[src/rtl/rldc_mul.sv]
// Shared unsigned multiplier with a registered product.
// Depends on nothing beyond its width parameter.
module rldc_mul #(
    parameter int W = 26
) (
    input  logic           i_clk,
    input  logic [W-1:0]   i_a,
    input  logic [W-1:0]   i_b,
    output logic [2*W-1:0] o_product
);

    logic [2*W-1:0] r_prod;

    always_ff @(posedge i_clk) begin
        r_prod <= i_a * i_b;
    end

    assign o_product = r_prod;

endmodule

[config.mk]
export PLATFORM = sky130hd
export DESIGN_NAME = rldc_mul
export DESIGN_NICKNAME = d
export VERILOG_FILES = /design/src/rtl/rldc_mul.sv
export SDC_FILE = /design/constraint.sdc
export NUM_CORES = 2
export LEC_CHECK = 0
export ABC_CLOCK_PERIOD_IN_PS = 17050
export BUFFER_PORTS_ARGS = -buffer_cell sky130_fd_sc_hd__buf_2
export CORE_UTILIZATION = 40
export CTS_CLUSTER_SIZE = 30
export DETAILED_ROUTE_END_ITERATION = 8
export GPL_ROUTABILITY_DRIVEN = 0
export SKIP_CTS_REPAIR_TIMING = 1
export SYNTH_ARGS = -nofsm -noshare
export SYNTH_HDL_FRONTEND = slang
export SYNTH_SLANG_ARGS = --single-unit
[constraint.sdc]
create_clock -name i_clk -period 17.05 [get_ports i_clk]
set_clock_uncertainty 0.2 [all_clocks]
set_input_delay 1.705 -clock i_clk [delete_from_list [all_inputs] [get_ports i_clk]]
set_output_delay 1.705 -clock i_clk [all_outputs]
set_load 0.005 [all_outputs]
* Word-level counts from Yosys, hierarchy flattened
Cells that the tools add are included.
** Storage, ports and cells
- Register bits after elaboration :: 52
- Word-level logic and storage cells :: 2
- Output and inout bits :: 52
- Bits of input ports :: 53
** Cells by class
- Multiply operators :: 1
** Operator list (count)
- 26-bit by 26-bit multiplier with 52-bit output :: 1

* Depth between registers and ports, before layout
- Depth after elaboration :: 1
- Mapped depth :: 27
- Mapped depth without buffers :: 24

* Least setup slack after synthesis
OpenSTA, ideal clock, no wires.
- Path kind :: in2reg
- Start point :: input port i_b[5]
- End point :: register r_prod[50], in the netlist o_product[50]
- Setup time :: 0.072 ns
- Buffers on the path :: 3
- Slack :: 8.823 ns
- Arrival :: 7.956 ns
- Cell stages on the path :: 25
- Data required time :: 16.778 ns
- Cell sequence :: clkbuf_1 > clkbuf_1 > nand2_1 > fa_1 > inv_1 > fa_1 > inv_1 > fa_1 > fa_1 > inv_1 > fa_1 > fa_1 > inv_1 > fa_1 > inv_1 > ha_1 > buf_4 > nand2_1 > o21a_1 > a2111oi_4 > o311ai_1 > o21ba_2 > o31a_1 > o41ai_2 > xor2_1
** Between the ends
- Cells in the longest elaborated chain, start to end :: 1
** RTL lines
- from (decl) :: line 8 : input logic [W-1:0] i_b,
- 26-bit by 26-bit multiplier with 52-bit output :: line 15 : r_prod <= i_a * i_b;
- to (signal assigned) :: line 15
- to (decl) :: line 12 : logic [2*W-1:0] r_prod;
No other way between the ends.

* Final worst setup path
- Start point :: input port i_a[13]
- End point :: register r_prod[45], in the netlist o_product[45]
** Between the ends
- Cells in the longest elaborated chain, start to end :: 1
** RTL lines
- from (decl) :: line 7 : input logic [W-1:0] i_a,
- 26-bit by 26-bit multiplier with 52-bit output :: line 15
No other way between the ends.

==> results.md <==
* Run status: finished clean
* Tot GR Track Use at 22.5%
* Placed inst area at 24,200 sq um
* Cell area after synthesis at 23,300 sq um
* Die Wd at 243 um
* Hold wc startpoint: i_a[0]
* FF+latch count, synth at 52
* GRT overflow at 0
* Final Non-Filler Cells at 3,310
* Pins Over Slew Limit at 0
* Syn nets at 3,383
* Placed Instances at 3,302
* Asr flop ratio synth at 0%
* N_diodes at 0
* Hold Crit Class: input port to flip-flop
* Top_reg_cell synth: dfxtp_1
* Final setup viols at 0
* Nature of the critical path endpoint: flip-flop
* FP Rows at 88
* Pre-CTS setup slack at 7.96 ns
* Max-cap violations at 0
* Fin crit share at 52.6%
* Full die area at 59,100 sq um
* Final Hold Vio Count at 0
* Least-Margin Pin Slew at 1.27 ns
* Total core area at 57,600 sq um
* Multi-input combinational cell area at 19,400 sq um
* Layout cell share with drive strength beyond 1 at 4.68%
* CTS tree: yes
* Port Buffers at 104
* Seq/Total Area, Yosys at 4.48%
* Initial antenna violation count at 0
* Rel. slew slack at 14.4%
* CTS H-tree lvls at 2
* Initial Util at 40.4%
* CTS Root Cell: clkbuf_16
* Sequential Area at 1040 sq um
* Clock transition at path regs at 0.07 ns
* Critical path class: input port to flip-flop
* Critical Path Fanout Max at 26
* Mapped Avg Cell Area at 9.07 sq um
* 1st-pass router iterations at 8
* # DRC at 0
* Initial DRC count at 993
* Setup ws final at 8.08 ns
* # nets final at 3,362
* Instance count of the mapped netlist at 2,565
* Total CTS buffers at 5
* Worst EP arrival at 9.01 ns
* Final instance area at 24,400 sq um
* Hold Path End: o_product[0]
* Hold path cells at 2
* CTS sink cnt at 52
* Max reg flops at 52
* Most common cell after layout, fill and taps aside: inv_1
* CTS max path bufs at 2
* RSZ-0062 raised after global routing: no
* Fill cells at 5,695
* IO Pins at 105
* Crit path time final at 8.97 ns
* Most frequent cells in the layout: inv_1, fa_1, and2_1, nand2_1, ha_1
* Pin count of the biggest net entering global routing at 27
* DR vias/cell at 5.11
* EDFF count, synth at 0
* WL final at 64,300 um
* DP Wirelength at 51,200 um
* Die H at 243 um
* Worst path required time at 17.09 ns
* Vias in the first global route at 18,700
* Area Overhead vs Synth at 4.83%
* Achievable frequency at 111 MHz
* Kind of start point of the critical path: input port
* First-pass GRT wire length at 103,000 um
* Yosys warns at 0
* Setup TNS at 0 ns
* Via Count at 16,900
* Unique masters post-synth at 54
* Final ANT Viol Nets at 0
* Average wire per standard cell at 19.4 um
worst max-delay path, stage by stage:
cell and delay [ns]:
buf_2 0.49, nand2_1 0.16, fa_1 0.56, inv_1 0.05, fa_1 0.47, inv_1 0.06
fa_1 0.56, inv_1 0.07, fa_1 0.54, inv_1 0.07, fa_1 0.53, inv_1 0.05
fa_1 0.49, fa_1 0.41, ha_1 0.37, a21o_1 0.22, a21o_1 0.17, a21oi_1 0.24
nand2b_1 0.10, o311ai_0 1.03, nand3_1 0.26, a21oi_1 0.25, xnor2_1 0.14
cell usage after synthesis, types with 5 or more instances:
master	instances	area [sq um]
o21a_1	9	67.6
xor2_1	18	158
a31oi_1	6	37.5
nand3_1	9	45.0
dfxtp_1	52	1040
nand4_1	18	113
and2_1	364	2280
a21o_1	24	180
nor3_1	5	25.0
a21oi_1	59	295
o21bai_1	13	97.6
fa_1	574	11500
nand2_1	353	1330
clkbuf_1	127	477
inv_1	617	2320
ha_1	191	2390
o21ai_0	26	130
xnor2_1	32	280
nor2_1	16	60.1
how the worst max path moves through the flow:
stage,end,from,cells past startpoint
2_1_floorplan,o_product[50],i_b[5],25
3_3_place_gp,o_product[45],i_a[13],23
3_5_place_dp,o_product[45],i_a[15],22
4_1_cts,o_product[45],i_a[15],22
5_1_grt,o_product[45],i_a[13],23
6_report,o_product[45],i_a[13],23
layout make-up:
class / instances / area share [%]
Clock buffer: 6 / 0.570
Multi-Input combinational cell: 1764 / 79.5
Sequential cell: 52 / 4.27
Timing Repair Buffer: 104 / 2.14
Clock inverter: 2 / 0.0616
Inverter: 617 / 9.50
Tap cell: 765 / 3.93
cell families (layout without fill, tap and decap cells):
| kind of cell | Yosys count | count (layout) | share of synthesized area, % |
|---|---|---|---|
| simple gates | 781 | 781 | 17.0 |
| fa+ha+maj | 765 | 765 | 59.7 |
| buf+inv | 749 | 729 | 12.1 |
| compound gates | 168 | 168 | 4.80 |
| flops | 52 | 52 | 4.48 |
| xor+xnor | 50 | 50 | 1.88 |
through the flow:
step,util [%],hold slack (ns)
2_1_floorplan,-,1.63
3_3_place_gp,42.1,1.88
3_5_place_dp,42.1,1.88
4_1_cts,42.3,1.71
5_1_grt,42.3,1.73
6_report,42.3,1.72
metal layers:
layer  GRT usage, %  part of all wire [%]  up-vias
met5              0                     0        -
met2           41.2                    53      585
li1               -                     -     7400
met4           7.77                   4.0        0
met3           3.06                   5.8      120
met1           26.8                    37     8821
Power is not shown: default switching activity piles up to over one toggle a cycle in this logic, so the estimate is an artifact.
