<file path="config.mk">
export PLATFORM = sky130hd
export DESIGN_NAME = rldc_ds
export DESIGN_NICKNAME = d
export VERILOG_FILES = /design/src/rtl/rldc_pkg.sv /design/src/rtl/rldc_ds.sv
export SDC_FILE = /design/constraint.sdc
export NUM_CORES = 1
export LEC_CHECK = 0
export ABC_AREA = 1
export BUFFER_PORTS_ARGS = -buffer_cell sky130_fd_sc_hd__buf_4
export CORE_MARGIN = 2
export CORE_UTILIZATION = 45
export CTS_BUF_LIST = sky130_fd_sc_hd__clkbuf_8 sky130_fd_sc_hd__clkbuf_16
export CTS_CLUSTER_DIAMETER = 50
export DETAILED_ROUTE_END_ITERATION = 8
export PLACE_DENSITY = 0.74
export SYNTH_ARGS = -nofsm -noshare
export SYNTH_HDL_FRONTEND = slang
export SYNTH_SLANG_ARGS = --single-unit
</file>
<file path="constraint.sdc">
create_clock -name i_clk -period 4 [get_ports i_clk]
set_input_delay 0.8 -clock i_clk [delete_from_list [all_inputs] [get_ports i_clk]]
set_output_delay 0.8 -clock i_clk [all_outputs]
set_load 0.05 [all_outputs]
</file>
<file path="src/rtl/rldc_pkg.sv">
// Shared constants and types for the raster line draw / obstacle check block.
// No dependencies; rldc_if, rldc_ds, the top level and the bench refer into it by scoped names.
package rldc_pkg;

    // Field widths on the channels
    localparam int OP_W       = 2;
    localparam int COORD_W    = 9;
    localparam int PIX_W      = 8;
    localparam int RW_W       = 10;
    localparam int THR_W      = 8;
    localparam int CFG_IDX_W  = 1;
    localparam int CFG_DATA_W = 10;

    // Default geometry and fixed-point format
    localparam int MAX_WIDTH  = 512;
    localparam int MAX_HEIGHT = 512;
    localparam int FRAC_BITS  = 16;

    // Walk limit in visited pixels
    localparam int WALK_CAP = 4096;
    localparam int CNT_W    = 12;

    // Pixel coordinate, row*width+column sum, sqrt radicand, divider numerator
    localparam int PCRD_W = 10;
    localparam int VSUM_W = 21;
    localparam int RAD_W  = 20;
    localparam int NUM_W  = 9;

    localparam logic [RW_W-1:0]  RESET_RASTER_WIDTH = 10'd512;
    localparam logic [THR_W-1:0] RESET_THRESHOLD    = 8'd128;

    localparam logic [CFG_IDX_W-1:0] CFG_RASTER_WIDTH = 1'b0;
    localparam logic [CFG_IDX_W-1:0] CFG_THRESHOLD    = 1'b1;

    typedef enum logic [OP_W-1:0] {
        OP_WRITE = 2'd0,
        OP_READ  = 2'd1,
        OP_DRAW  = 2'd2,
        OP_CHECK = 2'd3
    } t_op;

    typedef enum logic {
        DS_SQRT = 1'b0,
        DS_DIV  = 1'b1
    } t_ds_mode;

    typedef struct packed {
        logic     start;
        t_ds_mode mode;
    } t_ds_ctrl;

endpackage

</file>
<file path="src/rtl/rldc_ds.sv">
// Restoring square root / divider, one result bit per cycle on one subtractor.
// Depends on rldc_pkg (control struct, operand widths).
module rldc_ds #(
    parameter int FRAC_BITS = rldc_pkg::FRAC_BITS
) (
    input  logic                         i_clk,
    input  logic                         i_rst_n,
    input  rldc_pkg::t_ds_ctrl           i_ctrl,
    input  logic [rldc_pkg::RAD_W-1:0]   i_radicand,
    input  logic [rldc_pkg::NUM_W-1:0]   i_num,
    input  logic [FRAC_BITS+9:0]         i_den,
    output logic                         o_busy,
    output logic                         o_done,
    output logic [2*FRAC_BITS+8:0]       o_result
);

    localparam int ACC_W     = 2 * FRAC_BITS + 9;
    localparam int REM_W     = FRAC_BITS + 13;
    localparam int LEN_W     = FRAC_BITS + 10;
    localparam int RAD_W     = rldc_pkg::RAD_W;
    localparam int NUM_W     = rldc_pkg::NUM_W;
    localparam int SQ_STEPS  = FRAC_BITS + 10;
    localparam int DIV_STEPS = ACC_W;
    localparam int CNT_W     = $clog2(ACC_W + 1);

    logic                 r_busy;
    logic                 r_done;
    rldc_pkg::t_ds_mode   r_mode;
    logic [CNT_W-1:0]     r_cnt;
    logic [REM_W-1:0]     r_rem;
    logic [ACC_W-1:0]     r_acc;
    logic [ACC_W-1:0]     r_src;

    logic [REM_W-1:0]     rs;
    logic [REM_W-1:0]     trial;
    logic                 ge;
    logic                 last;

    always_comb begin
        if (r_mode == rldc_pkg::DS_SQRT) begin
            rs    = {r_rem[REM_W-3:0], r_src[ACC_W-1 -: 2]};
            trial = REM_W'({r_acc[LEN_W-1:0], 2'b01});
            last  = (r_cnt == CNT_W'(SQ_STEPS - 1));
        end else begin
            rs    = {r_rem[REM_W-2:0], r_src[ACC_W-1]};
            trial = REM_W'(i_den);
            last  = (r_cnt == CNT_W'(DIV_STEPS - 1));
        end
        ge = (rs >= trial);
    end

    always_ff @(posedge i_clk) begin
        if (!i_rst_n) begin
            r_busy <= 1'b0;
            r_done <= 1'b0;
        end else begin
            r_done <= 1'b0;
            if (i_ctrl.start) begin
                r_busy <= 1'b1;
                r_mode <= i_ctrl.mode;
                r_cnt  <= '0;
                r_rem  <= '0;
                r_acc  <= '0;
                if (i_ctrl.mode == rldc_pkg::DS_SQRT) begin
                    // radicand pairs feed from the top; zeros follow for the fraction
                    r_src <= {i_radicand, {(ACC_W-RAD_W){1'b0}}};
                end else begin
                    r_src <= {i_num, {(ACC_W-NUM_W){1'b0}}};
                end
            end else if (r_busy) begin
                r_rem <= ge ? (rs - trial) : rs;
                r_acc <= {r_acc[ACC_W-2:0], ge};
                r_src <= (r_mode == rldc_pkg::DS_SQRT) ? (r_src << 2) : (r_src << 1);
                r_cnt <= r_cnt + 1'b1;
                if (last) begin
                    r_busy <= 1'b0;
                    r_done <= 1'b1;
                end
            end
        end
    end

    assign o_busy   = r_busy;
    assign o_done   = r_done;
    assign o_result = r_acc;

endmodule

</file>
* After elaboration in Yosys (flattened, before gate mapping) *
Index checks and enable logic that the tools add are counted.

cells by class
  add/sub/neg operators = 2
  $lt $le $gt $ge = 1
  equal/unequal tests = 2
  mux-type cells = 15
  bitwise operators = 2
  reductions and logical operators = 4

operators by type and width
  kind                 number
  $mux 41              5
  $mux 28              3
  $ge 29x28->1         1
  $mux 29              1
  $sub 28x28->28       1
  $add 6x1->6 const B  1
  $eq 6x5->1 const B   1
  $eq 6x6->1 const B   1
  $mux 6               1
  $mux 1               5
  $reduce_and 2->1     2
  $reduce_or 3->1      1
  $not 1->1            2
  $reduce_bool 2->1    1

storage, ports and cells
  register bits after elaboration = 119
  input port bits = 59
  output and inout port bits = 43
  logic and storage cells = 33

* Depth between registers and ports, before layout *
Gate-level depths: netlist (run 1).

  word-level depth = 5
  mapped depth = 22
  depth with buffers taken out = 18

* Least setup slack after synthesis (run 1) *
OpenSTA, ideal clock, no wires.

  kind = input-to-reg
  start point = input port i_ctrl[1] (netlist name)
  end point = register r_acc[0], in the netlist o_result[0], enable pin
  library setup time = 0.457 ns
  arrival time = 3.385 ns
  required time = 3.543 ns
  path slack = 0.158 ns
  stages on the path = 4
  path buffers = 2
  path through = clkbuf_1 -> clkbuf_1 -> nand2_1 -> nand2_1

on the way
  longest elaborated chain between the ends = 2

RTL lines
  what                                RTL line       source
  start: declaration                  rldc_ds.sv:8   input rldc_pkg::t_ds_ctrl i_ctrl,
  $reduce_bool 2->1 (no source line)  n/a
  $reduce_and 2->1 (no source line)   n/a
  end signal: assignment              rldc_ds.sv:72  r_acc <= {r_acc[ACC_W-2:0], ge};
  end: declaration                    rldc_ds.sv:31  logic [ACC_W-1:0] r_acc;

Every way passes these cells.
A chain may end at the register's enable or synchronous reset.

* Final worst setup path (run 1) *
  start point = register r_mode
  end point = register r_rem[14], data pin

on the way
  longest elaborated chain between the ends = 4
  elaborated cells on any way between the ends = 6
  classes of those cells = 1 x add/sub; 1 x order compare; 4 x mux

RTL lines
  what                                            RTL line                      source
  start: declaration                              rldc_ds.sv:28                 rldc_pkg::t_ds_mode r_mode;
  start signal: assignment                        rldc_ds.sv:60                 r_mode <= i_ctrl.mode;
  $mux 29 or $mux 28 (tied branches)              rldc_ds.sv:40                 if (r_mode == rldc_pkg::DS_SQRT) begin
  $sub 28x28->28 or $ge 29x28->1 (tied branches)  rldc_ds.sv:71, rldc_ds.sv:49
  $mux 28 *                                       rldc_ds.sv:71                 r_rem <= ge ? (rs - trial) : rs;
  $mux 28 *                                       rldc_ds.sv:70                 end else if (r_busy) begin
  end signal: assignment                          rldc_ds.sv:71
  end: declaration                                rldc_ds.sv:30                 logic [REM_W-1:0] r_rem;

Mark *: on every way between the ends. The rest lies on a longest branch, timed or not. The select of a mux whose other input is x is not followed.

==> run summary, run 1 <==
Status: completed
Worst-Skew Late Latency: 0.36 ns
Total clock sinks: 98
DRT Pass-1 Iters: 5
Unrepaired setup endpoints after global routing: no
Worst Path Required: 4.11 ns
Vias post-DR: 6616
Die width: 132 um
Crit. End Element: register
Area delta synth->final: 16.3%
Reg clk slew, reported paths: 0.07 ns
Pwr/cell area: 440 nW/um2
Fin crit share: 84.0%
Final layout net count: 1237
Die height: 132 um
Asr flop ratio synth: 0%
CP most frequent cell: nand2_1
Clock buffer depth: 2
Setup TNS: 0 ns
Least-Margin Pin Slew: 0.659 ns
Syn_area_per_cell: 6.91 um2
Ant. Diodes: 0
Critical path's largest stage delay: 0.46 ns
Post-CTS setup repair buffer count: 0
Row cnt: 46
Max stage delay cell, worst path: nand3_4
Total GRT Usage: 20.8%
Tmin final: 3.36 ns
First-pass GRT wire length: 29800 um
CTS tree: yes
Vias in the first global route: 6395
Buffers & Inverters on Critical Path: 4
FF+latch count, synth: 98
Pleak: 4.39 nW
CP arrival: 3.47 ns
Fin. Hold Viols: 0
IO Port Bufs: 101
Final max-slew violation count: 0
Wire per inst: 12.9 um
Share of Yosys cell area claimed by the top area cell type: 39.1%
Most frequent cells after synthesis: 336 x nand2_1, 201 x inv_1, 131 x nor2_1
CP Class: reg -> reg
Seq/Total Area, Yosys: 39.6%
GRT overflow: 0
Share of cells above drive strength 1: 12.9%
Routed WL: 17600 um
TritonCTS Buffers: 9
DIE AREA: 17400 um2
DRC Markers: 0
Clock H-tree levels: 3
Post-synth EDFFs: 96
Syn Nets: 1157
Area leader, netlist: edfxtp_1
Largest delay share family, worst path: buffers and inverters
Vias/cell: 4.83
Detail Placement HPWL: 13000 um
Most common cell in the netlist: nand2_1
Clk_skew: 0.00809 ns
Worst min path class: reg -> reg
GP Congestion: 0.958
Startpoint types: register
Main synth FF type: edfxtp_1
Cells after Synth: 1068
CTS resizes: 0
Mapped Area: 7380 um2
Worst Path Max Fanout: 50
Crit path cell chain: inv_2, buf_12, buf_4, nand2_1, nand2_1, ha_1, nand3_1, nor2_1, nand2_1, inv_1, a21oi_2, nand3_4, o21bai_1, nor2_1
Synth unique cells: 37
Final Setup Violations: 0
Largest net degree at the start of global routing: 58
Antenna-violating nets left: 0
Synth area leaders: edfxtp_1 39%, nand2_1 17%, inv_1 10%
1st-iter DRT viols: 390
Worst slew margin: 56.0%
Number of max-cap violations: 0
Peak VDD IR: 0.000247 V
CORE AREA: 15900 um2
Post-CTS Hold Buffers: 0
Antenna violations before repair: 0
Final hold slack: 0.547 ns
Root buffer cell: clkbuf_16
Initial Util: 46.3%
I/O pins: 102
Yosys warns: 0
Highest Clock Rate: 298 MHz
cells by family (layout without fill, tap and decap cells):
logic type / count (synthesis) / after routing / synth area share (%)
simple gates: 554 / 554 / 30.7
flops: 98 / 98 / 39.6
buf+inv: 241 / 326 / 13.0
compound gates: 129 / 129 / 9.65
xor+xnor: 16 / 16 / 1.90
fa+ha+maj: 30 / 30 / 5.19
cell type report:
cell class                      instances  area (um2)
Fill cell                            1577        7360
Multi-Input combinational cell        729        3510
Sequential cell                        98        2920
Timing Repair Buffer                  106         821
Inverter                              204         766
Tap cell                              216         270
Clock buffer                            9         225
Clock inverter                          7        66.3
path summary, 6_finish.rpt:
kind	start	to	slack, ns	cells past startpoint
worst max-delay path	r_mode	r_rem[14]	0.64	14
worst min-delay path	o_busy	o_done	0.55	2
worst max register to register	r_mode	r_rem[14]	0.64	14
worst min register to register	o_busy	o_done	0.55	2
stage by stage:
stage | util, % | power [mW] | setup slack [ns] | cell area [um2] | instances
floorplan | - | 2.58 | 0.158 | 7380 | 1068
global placement | 52.0 | 2.91 | 0.723 | 8290 | 1353
detailed placement | 52.0 | 2.93 | 0.614 | 8290 | 1353
CTS | 53.8 | 3.80 | 0.601 | 8580 | 1369
global route | 53.8 | 4.06 | 0.242 | 8580 | 1369
finish | 53.8 | 3.77 | 0.640 | 8580 | 1369
worst reg2reg max path: stages (launching register included):
cell and delay, ns:
edfxtp_1 0.41, inv_2 0.35, buf_12 0.28, buf_4 0.27, nand2_1 0.08, nand2_1 0.08, ha_1 0.30, nand3_1 0.10
nor2_1 0.06, nand2_1 0.08, inv_1 0.06, a21oi_2 0.17, nand3_4 0.46, o21bai_1 0.34, nor2_1 0.06
state kept, by name (all words and copies together), names as in the netlist:
signal,cells
r_rem,28
r_cnt,6
o_busy,1
r_src,20
r_mode,1
o_result,41
o_done,1
power by group:
group | switching [mW] | total (mW) | internal (mW) | leakage (nW)
Sequential | 0.0563 | 1.35 | 1.29 | 0.966
Combinational | 1.04 | 1.57 | 0.530 | 3.29
Clock | 0.419 | 0.853 | 0.434 | 0.140
Total | 1.52 | 3.77 | 2.26 | 4.39
cell usage in the layout, fill, tap and decap left out, drive strengths merged, types with 3 or more instances in the layout:
master / instances
a21oi: 18
and2: 3
buf: 106
clkbuf: 9
clkinv: 5
edfxtp: 96
ha: 29
inv: 205
nand2: 347
nand3: 47
nand4: 7
nor2: 136
nor3: 7
o21ai: 81
o21bai: 17
o22ai: 9
or2: 3
xnor2: 14
per-layer routing:
| metal | wire (um) | up-vias | global-route usage, % |
|---|---|---|---|
| li1 | - | 3495 | - |
| met1 | 8280 | 2969 | 26.6 |
| met2 | 8300 | 127 | 35.8 |
| met3 | 705 | 25 | 3.50 |
| met4 | 360 | 0 | 6.58 |
| met5 | 0 | - | 0 |
(Power assumes the default switching activity.)
==> run 2: changes to the inputs <==
==> constraint.sdc (replaced) <==
create_clock -name i_clk -period 3 [get_ports i_clk]
set_input_delay 0.6 -clock i_clk [delete_from_list [all_inputs] [get_ports i_clk]]
set_output_delay 0.6 -clock i_clk [all_outputs]
set_load 0.05 [all_outputs]
==> run summary, run 2 (synthesized netlist as in run 1, its figures left out) <==
Worst Path Max Fanout: 32 (-36%)
Detail Placement HPWL: 13900 um (+6.7%)
Vias/cell: 4.85 (+0.29%)
Commonest cells after routing, fill and taps aside: 329 x nand2_1, 201 x inv_1, 129 x nor2_1
Initial Util: 46.3% (unchanged)
IO Port Bufs: 101 (unchanged)
Fill cells: 1612 (+2.2%)
Post-CTS Hold Buffers: 0 (unchanged)
Worst-Skew Late Latency: 0.36 ns (about the same)
Share of cells above drive strength 1: 15.5% (+2.6 points)
Fin crit share: 94.2% (+10 points)
Multi-input gate area: 3580 um2 (+2.0%)
Pwr/cell area: 596 nW/um2 (+35%)
Pleak: 4.53 nW (+3.1%)
CP most frequent cell: nand2_1
Total GRT Usage: 21.8% (+1.1 points)
Tmin final: 2.83 ns (-0.533 ns)
Crit path cell chain: inv_4, buf_6, o21ai_0, ha_1, nand2_1, inv_1, nand2_1, nand2_1, nand2_1, nand2_1, a21oi_2, nand3_4, buf_12, o21bai_1, nor2_1
First-pass GRT wire length: 31000 um (+4.1%)
1st-iter DRT viols: 394 (+1.0%)
CTS tree: yes
Ant. Diodes: 0 (unchanged)
R2R setup slack: 0.17 ns (-0.47 ns)
Peak VDD IR: 0.000280 V (+13%)
Startpoint types: register
Finished Layout Cells: 1388 (+1.4%)
Final max-slew violation count: 0 (unchanged)
DRC Markers: 0 (unchanged)
DRT Pass-1 Iters: 4 (-1)
Sequential cell area: 2920 um2 (unchanged)
Fin. Hold Viols: 0 (unchanged)
TritonCTS Buffers: 9 (unchanged)
Final layout net count: 1256 (+1.5%)
Die height: 132 um (unchanged)
Status: completed
Antenna-violating nets left: 0 (unchanged)
Reg2Reg Depth: 15 (+1)
Worst min path class: in -> reg
Reg clk slew, reported paths: 0.08 ns (about the same)
Most common cell after layout, fill and taps aside: nand2_1
Root buffer cell: clkbuf_16
Wire per inst: 13.4 um (+3.8%)
Die width: 132 um (unchanged)
DIE AREA: 17400 um2 (unchanged)
Inst Count DP: 1368 (+1.1%)
Final Setup Violations: 0 (unchanged)
Pwr Total: 5.30 mW (+41%)
Worst r2r src: r_mode
Clk_skew: 0.00569 ns (-0.00239 ns)
Setup crit start: r_mode
Largest net degree at the start of global routing: 91 (+57%)
Routed WL: 18600 um (+5.3%)
CORE AREA: 15900 um2 (unchanged)
Critical R2R Capture: r_rem[15]
Critical path's largest stage delay: 0.50 ns (+0.04 ns)
Highest Clock Rate: 354 MHz (+19%)
Clock H-tree levels: 3 (unchanged)
CP arrival: 2.95 ns (-0.52 ns)
CP Capture Point: r_rem[15]
GP Congestion: 0.919 (-4.0%)
Vias in the first global route: 6651 (+4.0%)
Worst slew margin: 56.4% (+0.33 points)
Row cnt: 46 (unchanged)
Max stage delay cell, worst path: edfxtp_1
Clock buffer depth: 2 (unchanged)
Vias post-DR: 6727 (+1.7%)
Number of max-cap violations: 0 (unchanged)
GRT overflow: 0 (unchanged)
Least-Margin Pin Slew: 0.654 ns (-0.00573 ns)
Worst Path Required: 3.12 ns (-0.99 ns)
I/O pins: 102 (unchanged)
CP Class: reg -> reg
Area delta synth->final: 20.6%
Total clock sinks: 98 (unchanged)
Max FFs per register: 41 (unchanged)
Crit. End Element: register
Antenna violations before repair: 0 (unchanged)
run 2: metrics by stage:
step,setup TNS [ns],hold WS [ns],util (%),setup WS (ns),cell area [um2]
after global placement,0,0.532,52.9,0.137,8440
final,0,0.501,55.8,0.173,8900
after detailed placement,0,0.540,52.9,0.0780,8440
after floorplan,0,0.574,-,0.107,7380
after CTS,0,0.495,54.9,0.0686,8750
after global routing,-0.0557,0.517,55.8,-0.0212,8900
run 2: power breakdown:
group          internal (mW)  switching, mW  leakage (nW)
Clock                  0.663          0.576         0.147
Combinational          0.809           1.45          3.42
Sequential              1.72         0.0773         0.966
run 2: worst min path at each step:
stage	end	cells after the start	slack [ns]	startpoint
5_1_grt	r_mode	1	0.52	i_ctrl[0]
6_report	r_mode	1	0.50	i_ctrl[0]
2_1_floorplan	o_done	3	0.57	r_cnt[1]
3_3_place_gp	o_done	2	0.53	o_busy
3_5_place_dp	o_done	2	0.54	o_busy
4_1_cts	r_mode	1	0.50	i_ctrl[0]
run 2: critical path, delay by kind of cell (launching register included):
kind | cells | cell delay (ns)
AO/OA/AOI/OAI | 3 | 0.61
AND/OR/NAND/NOR | 7 | 0.58
buffers and inverters | 4 | 0.53
flip-flops | 1 | 0.50
adder cells (fa/ha/maj) | 1 | 0.35
run 2: timing repair:
item,4_1_cts,5_1_grt
setup endpoints to repair,0,29
gates resized for setup,0,30
buffers inserted,0,3
run 2: layout make-up:
| cell class | count | share of cell area (%) |
|---|---|---|
| Tap cell | 216 | 3.04 |
| Clock inverter | 7 | 1.01 |
| Timing Repair Buffer | 125 | 11.8 |
| Multi-Input combinational cell | 729 | 40.2 |
| Clock buffer | 9 | 2.53 |
| Inverter | 204 | 8.63 |
| Sequential cell | 98 | 32.8 |
run 2: per-layer routing:
metal  up-vias  global-route usage (%)  part of all wire, %
met3        20                    3.42                  4.5
met4         0                    7.25                  1.9
met2       151                    38.0                   48
met5         -                       0                    0
li1       3532                       -                    -
met1      3024                    27.7                   46
==> run 3: changes to the inputs <==
--- a/config.mk
+++ b/config.mk
@@ -7,7 +7,8 @@
 export LEC_CHECK = 0
 export ABC_AREA = 1
 export BUFFER_PORTS_ARGS = -buffer_cell sky130_fd_sc_hd__buf_4
-export CORE_MARGIN = 2
+export CORE_ASPECT_RATIO = 0.5
+export CORE_MARGIN = 4
 export CORE_UTILIZATION = 45
 export CTS_BUF_LIST = sky130_fd_sc_hd__clkbuf_8 sky130_fd_sc_hd__clkbuf_16
 export CTS_CLUSTER_DIAMETER = 50
==> run summary, run 3 (synthesized netlist as in run 1, its figures left out) <==
Reg power frac: 33.6% (-0.4 points)
GP Congestion: 0.952 (+3.5%)
CORE AREA: 15700 um2 (-1.3%)
Ant. Diodes: 0 (unchanged)
Clock H-tree levels: 3 (unchanged)
CP arrival: 3.01 ns (+0.06 ns)
CP Capture Point: r_rem[25]
Psw: 2.14 mW (+1.5%)
DRC Markers: 0 (unchanged)
R2R setup slack: 0.12 ns (-0.06 ns)
Status: completed
Worst min path class: in -> reg
Largest net degree at the start of global routing: 62 (-32%)
Part of the power in the clock network: 23.2% (-0.2 points)
Inst Count DP: 1384 (+1.2%)
IO Port Bufs: 101 (unchanged)
Worst slew margin: 51.6% (-4.7 points)
Root buffer cell: clkbuf_16
Worst Path Required: 3.12 ns (about the same)
Share of cells above drive strength 1: 15.5% (-0.060 points)
Final Setup Violations: 0 (unchanged)
CTS tree: yes
DRT Pass-1 Iters: 5 (+1)
TritonCTS Buffers: 9 (unchanged)
Critical path's largest stage delay: 0.48 ns (-0.02 ns)
Reg clk slew, reported paths: 0.07 ns (about the same)
Finished Layout Cells: 1404 (+1.2%)
Crit. End Element: register
Die height: 98.5 um (-25%)
Detail Placement HPWL: 15200 um (+9.8%)
Crit path cell chain: inv_4, buf_12, o21ai_0, ha_1, nand2_2, nor2_2, nand2_1, nor3_2, nand3_2, nand3_4, buf_12, nand3_1, nand2_1, inv_1
Most common cell after layout, fill and taps aside: nand2_1
Clock buffer depth: 2 (unchanged)
Least-Margin Pin Slew: 0.725 ns (+0.0711 ns)
Wire per inst: 14.5 um (+8.2%)
Max stage delay cell, worst path: edfxtp_1
Routed WL: 20300 um (+9.5%)
Comb pwr share: 43.2% (+0.5 points)
First-pass GRT wire length: 32300 um (+4.3%)
GRT overflow: 0 (unchanged)
Peak VDD IR: 0.000298 V (+6.5%)
Number of max-cap violations: 0 (unchanged)
Reg2Reg Depth: 14 (-1)
Sw frac: 39.9% (+0.17 points)
Internal Pwr Total: 3.22 mW (+0.81%)
Vias/cell: 4.91 (+1.3%)
Setup crit start: r_mode
CP Class: reg -> reg
Initial Util: 46.9% (+0.61 points)
Fin. Hold Viols: 0 (unchanged)
Worst-Skew Late Latency: 0.37 ns (about the same)
Critical R2R Capture: r_rem[25]
Total clock sinks: 98 (unchanged)
Pwr/cell area: 599 nW/um2 (+0.44%)
Unrepaired setup endpoints after global routing: yes
Area delta synth->final: 21.4%
Clk_skew: 0.0139 ns (+0.00820 ns)
Highest Clock Rate: 347 MHz (-2.0%)
I/O pins: 102 (unchanged)
Final max-slew violation count: 0 (unchanged)
Final layout net count: 1267 (+0.88%)
Startpoint types: register
Antenna-violating nets left: 0 (unchanged)
Worst r2r src: r_mode
Die width: 189 um (+43%)
Final hold slack: 0.512 ns (+0.0111 ns)
Total GRT Usage: 21.3% (-0.55 points)
Antenna violations before repair: 0 (unchanged)
Fill cells: 1550 (-3.8%)
Vias in the first global route: 6509 (-2.1%)
Fin crit share: 96.2% (+1.9 points)
DIE AREA: 18600 um2 (+6.9%)
Tmin final: 2.88 ns (+0.0576 ns)
Worst Path Max Fanout: 19 (-41%)
Row cnt: 32 (-30%)
Commonest cells after routing, fill and taps aside: 334 x nand2_1, 201 x inv_1, 130 x nor2_1
Pleak: 4.59 nW (+1.2%)
1st-iter DRT viols: 555 (+41%)
Hold_sp: i_ctrl[0]
Max FFs per register: 41 (unchanged)
Vias post-DR: 6892 (+2.5%)
## run 3: cell types whose count changed in the layout (fill, tap and decap cells not counted), sizes merged
cell    change
inv         +3
clkbuf      +1
clkinv      -3
buf        +10
## run 3: critical path: cells and delay by family, from the launching register on
family	cells	cell delay, ns
buffers and inverters	4	0.56
AO/OA/AOI/OAI	1	0.14
AND/OR/NAND/NOR	8	1.06
adder cells (fa/ha/maj)	1	0.38
flip-flops	1	0.48
## run 3: routing by layer
layer,routed length [um],part of all wire [%],GRT usage (%),up-vias
met5,0,0,0,-
met3,1110,5.4,3.79,14
met2,8700,43,33.1,177
met4,167,0.82,3.86,0
li1,-,-,-,3542
met1,10400,51,31.5,3159
## run 3: cell type report
cell class / count / area, um2 / area share, %
sequential: 98 / 2920 / 32.6
inverter: 204 / 768 / 8.58
timing repair buffer: 136 / 1140 / 12.8
tap: 221 / 277 / 3.09
multi-input combinational: 729 / 3540 / 39.5
clock inverter: 7 / 82.6 / 0.922
clock buffer: 9 / 225 / 2.51
## run 3: worst min-delay path by stage
stage | end | slack [ns] | depth (start not counted)
floorplan | o_done | 0.57 | 3
global placement | o_done | 0.53 | 2
detailed placement | o_done | 0.54 | 2
CTS | r_mode | 0.50 | 1
global route | r_mode | 0.50 | 1
finish | r_mode | 0.51 | 1
## run 3: repair_timing
| item | CTS | global route |
|---|---|---|
| endpoints found under the setup margin | 0 | 29 |
| setup buffers | 0 | 2 |
| resized for setup | 0 | 10 |
| hold buffers | 0 | 0 |
## run 3: power groups by stage
stage          logic [mW]  registers [mW]  clock network [mW]
6_report             2.32            1.80                1.24
2_1_floorplan        1.45            1.98                   0
3_3_place_gp         2.22            1.83                   0
4_1_cts              2.26            1.80                1.26
3_5_place_dp         2.25            1.83                   0
5_1_grt              2.59            1.82                1.33
## run 3: stage by stage
stage | TNS (ns) | power (mW) | setup slack (ns) | utilization (%) | area (um2)
6_report | 0 | 5.36 | 0.115 | 56.9 | 8960
2_1_floorplan | 0 | 3.43 | 0.107 | - | 7380
3_3_place_gp | 0 | 4.05 | 0.126 | 54.3 | 8550
5_1_grt | -0.496 | 5.74 | -0.0579 | 56.9 | 8960
3_5_place_dp | 0 | 4.08 | 0.0794 | 54.3 | 8550
4_1_cts | 0 | 5.33 | 0.0581 | 56.3 | 8860
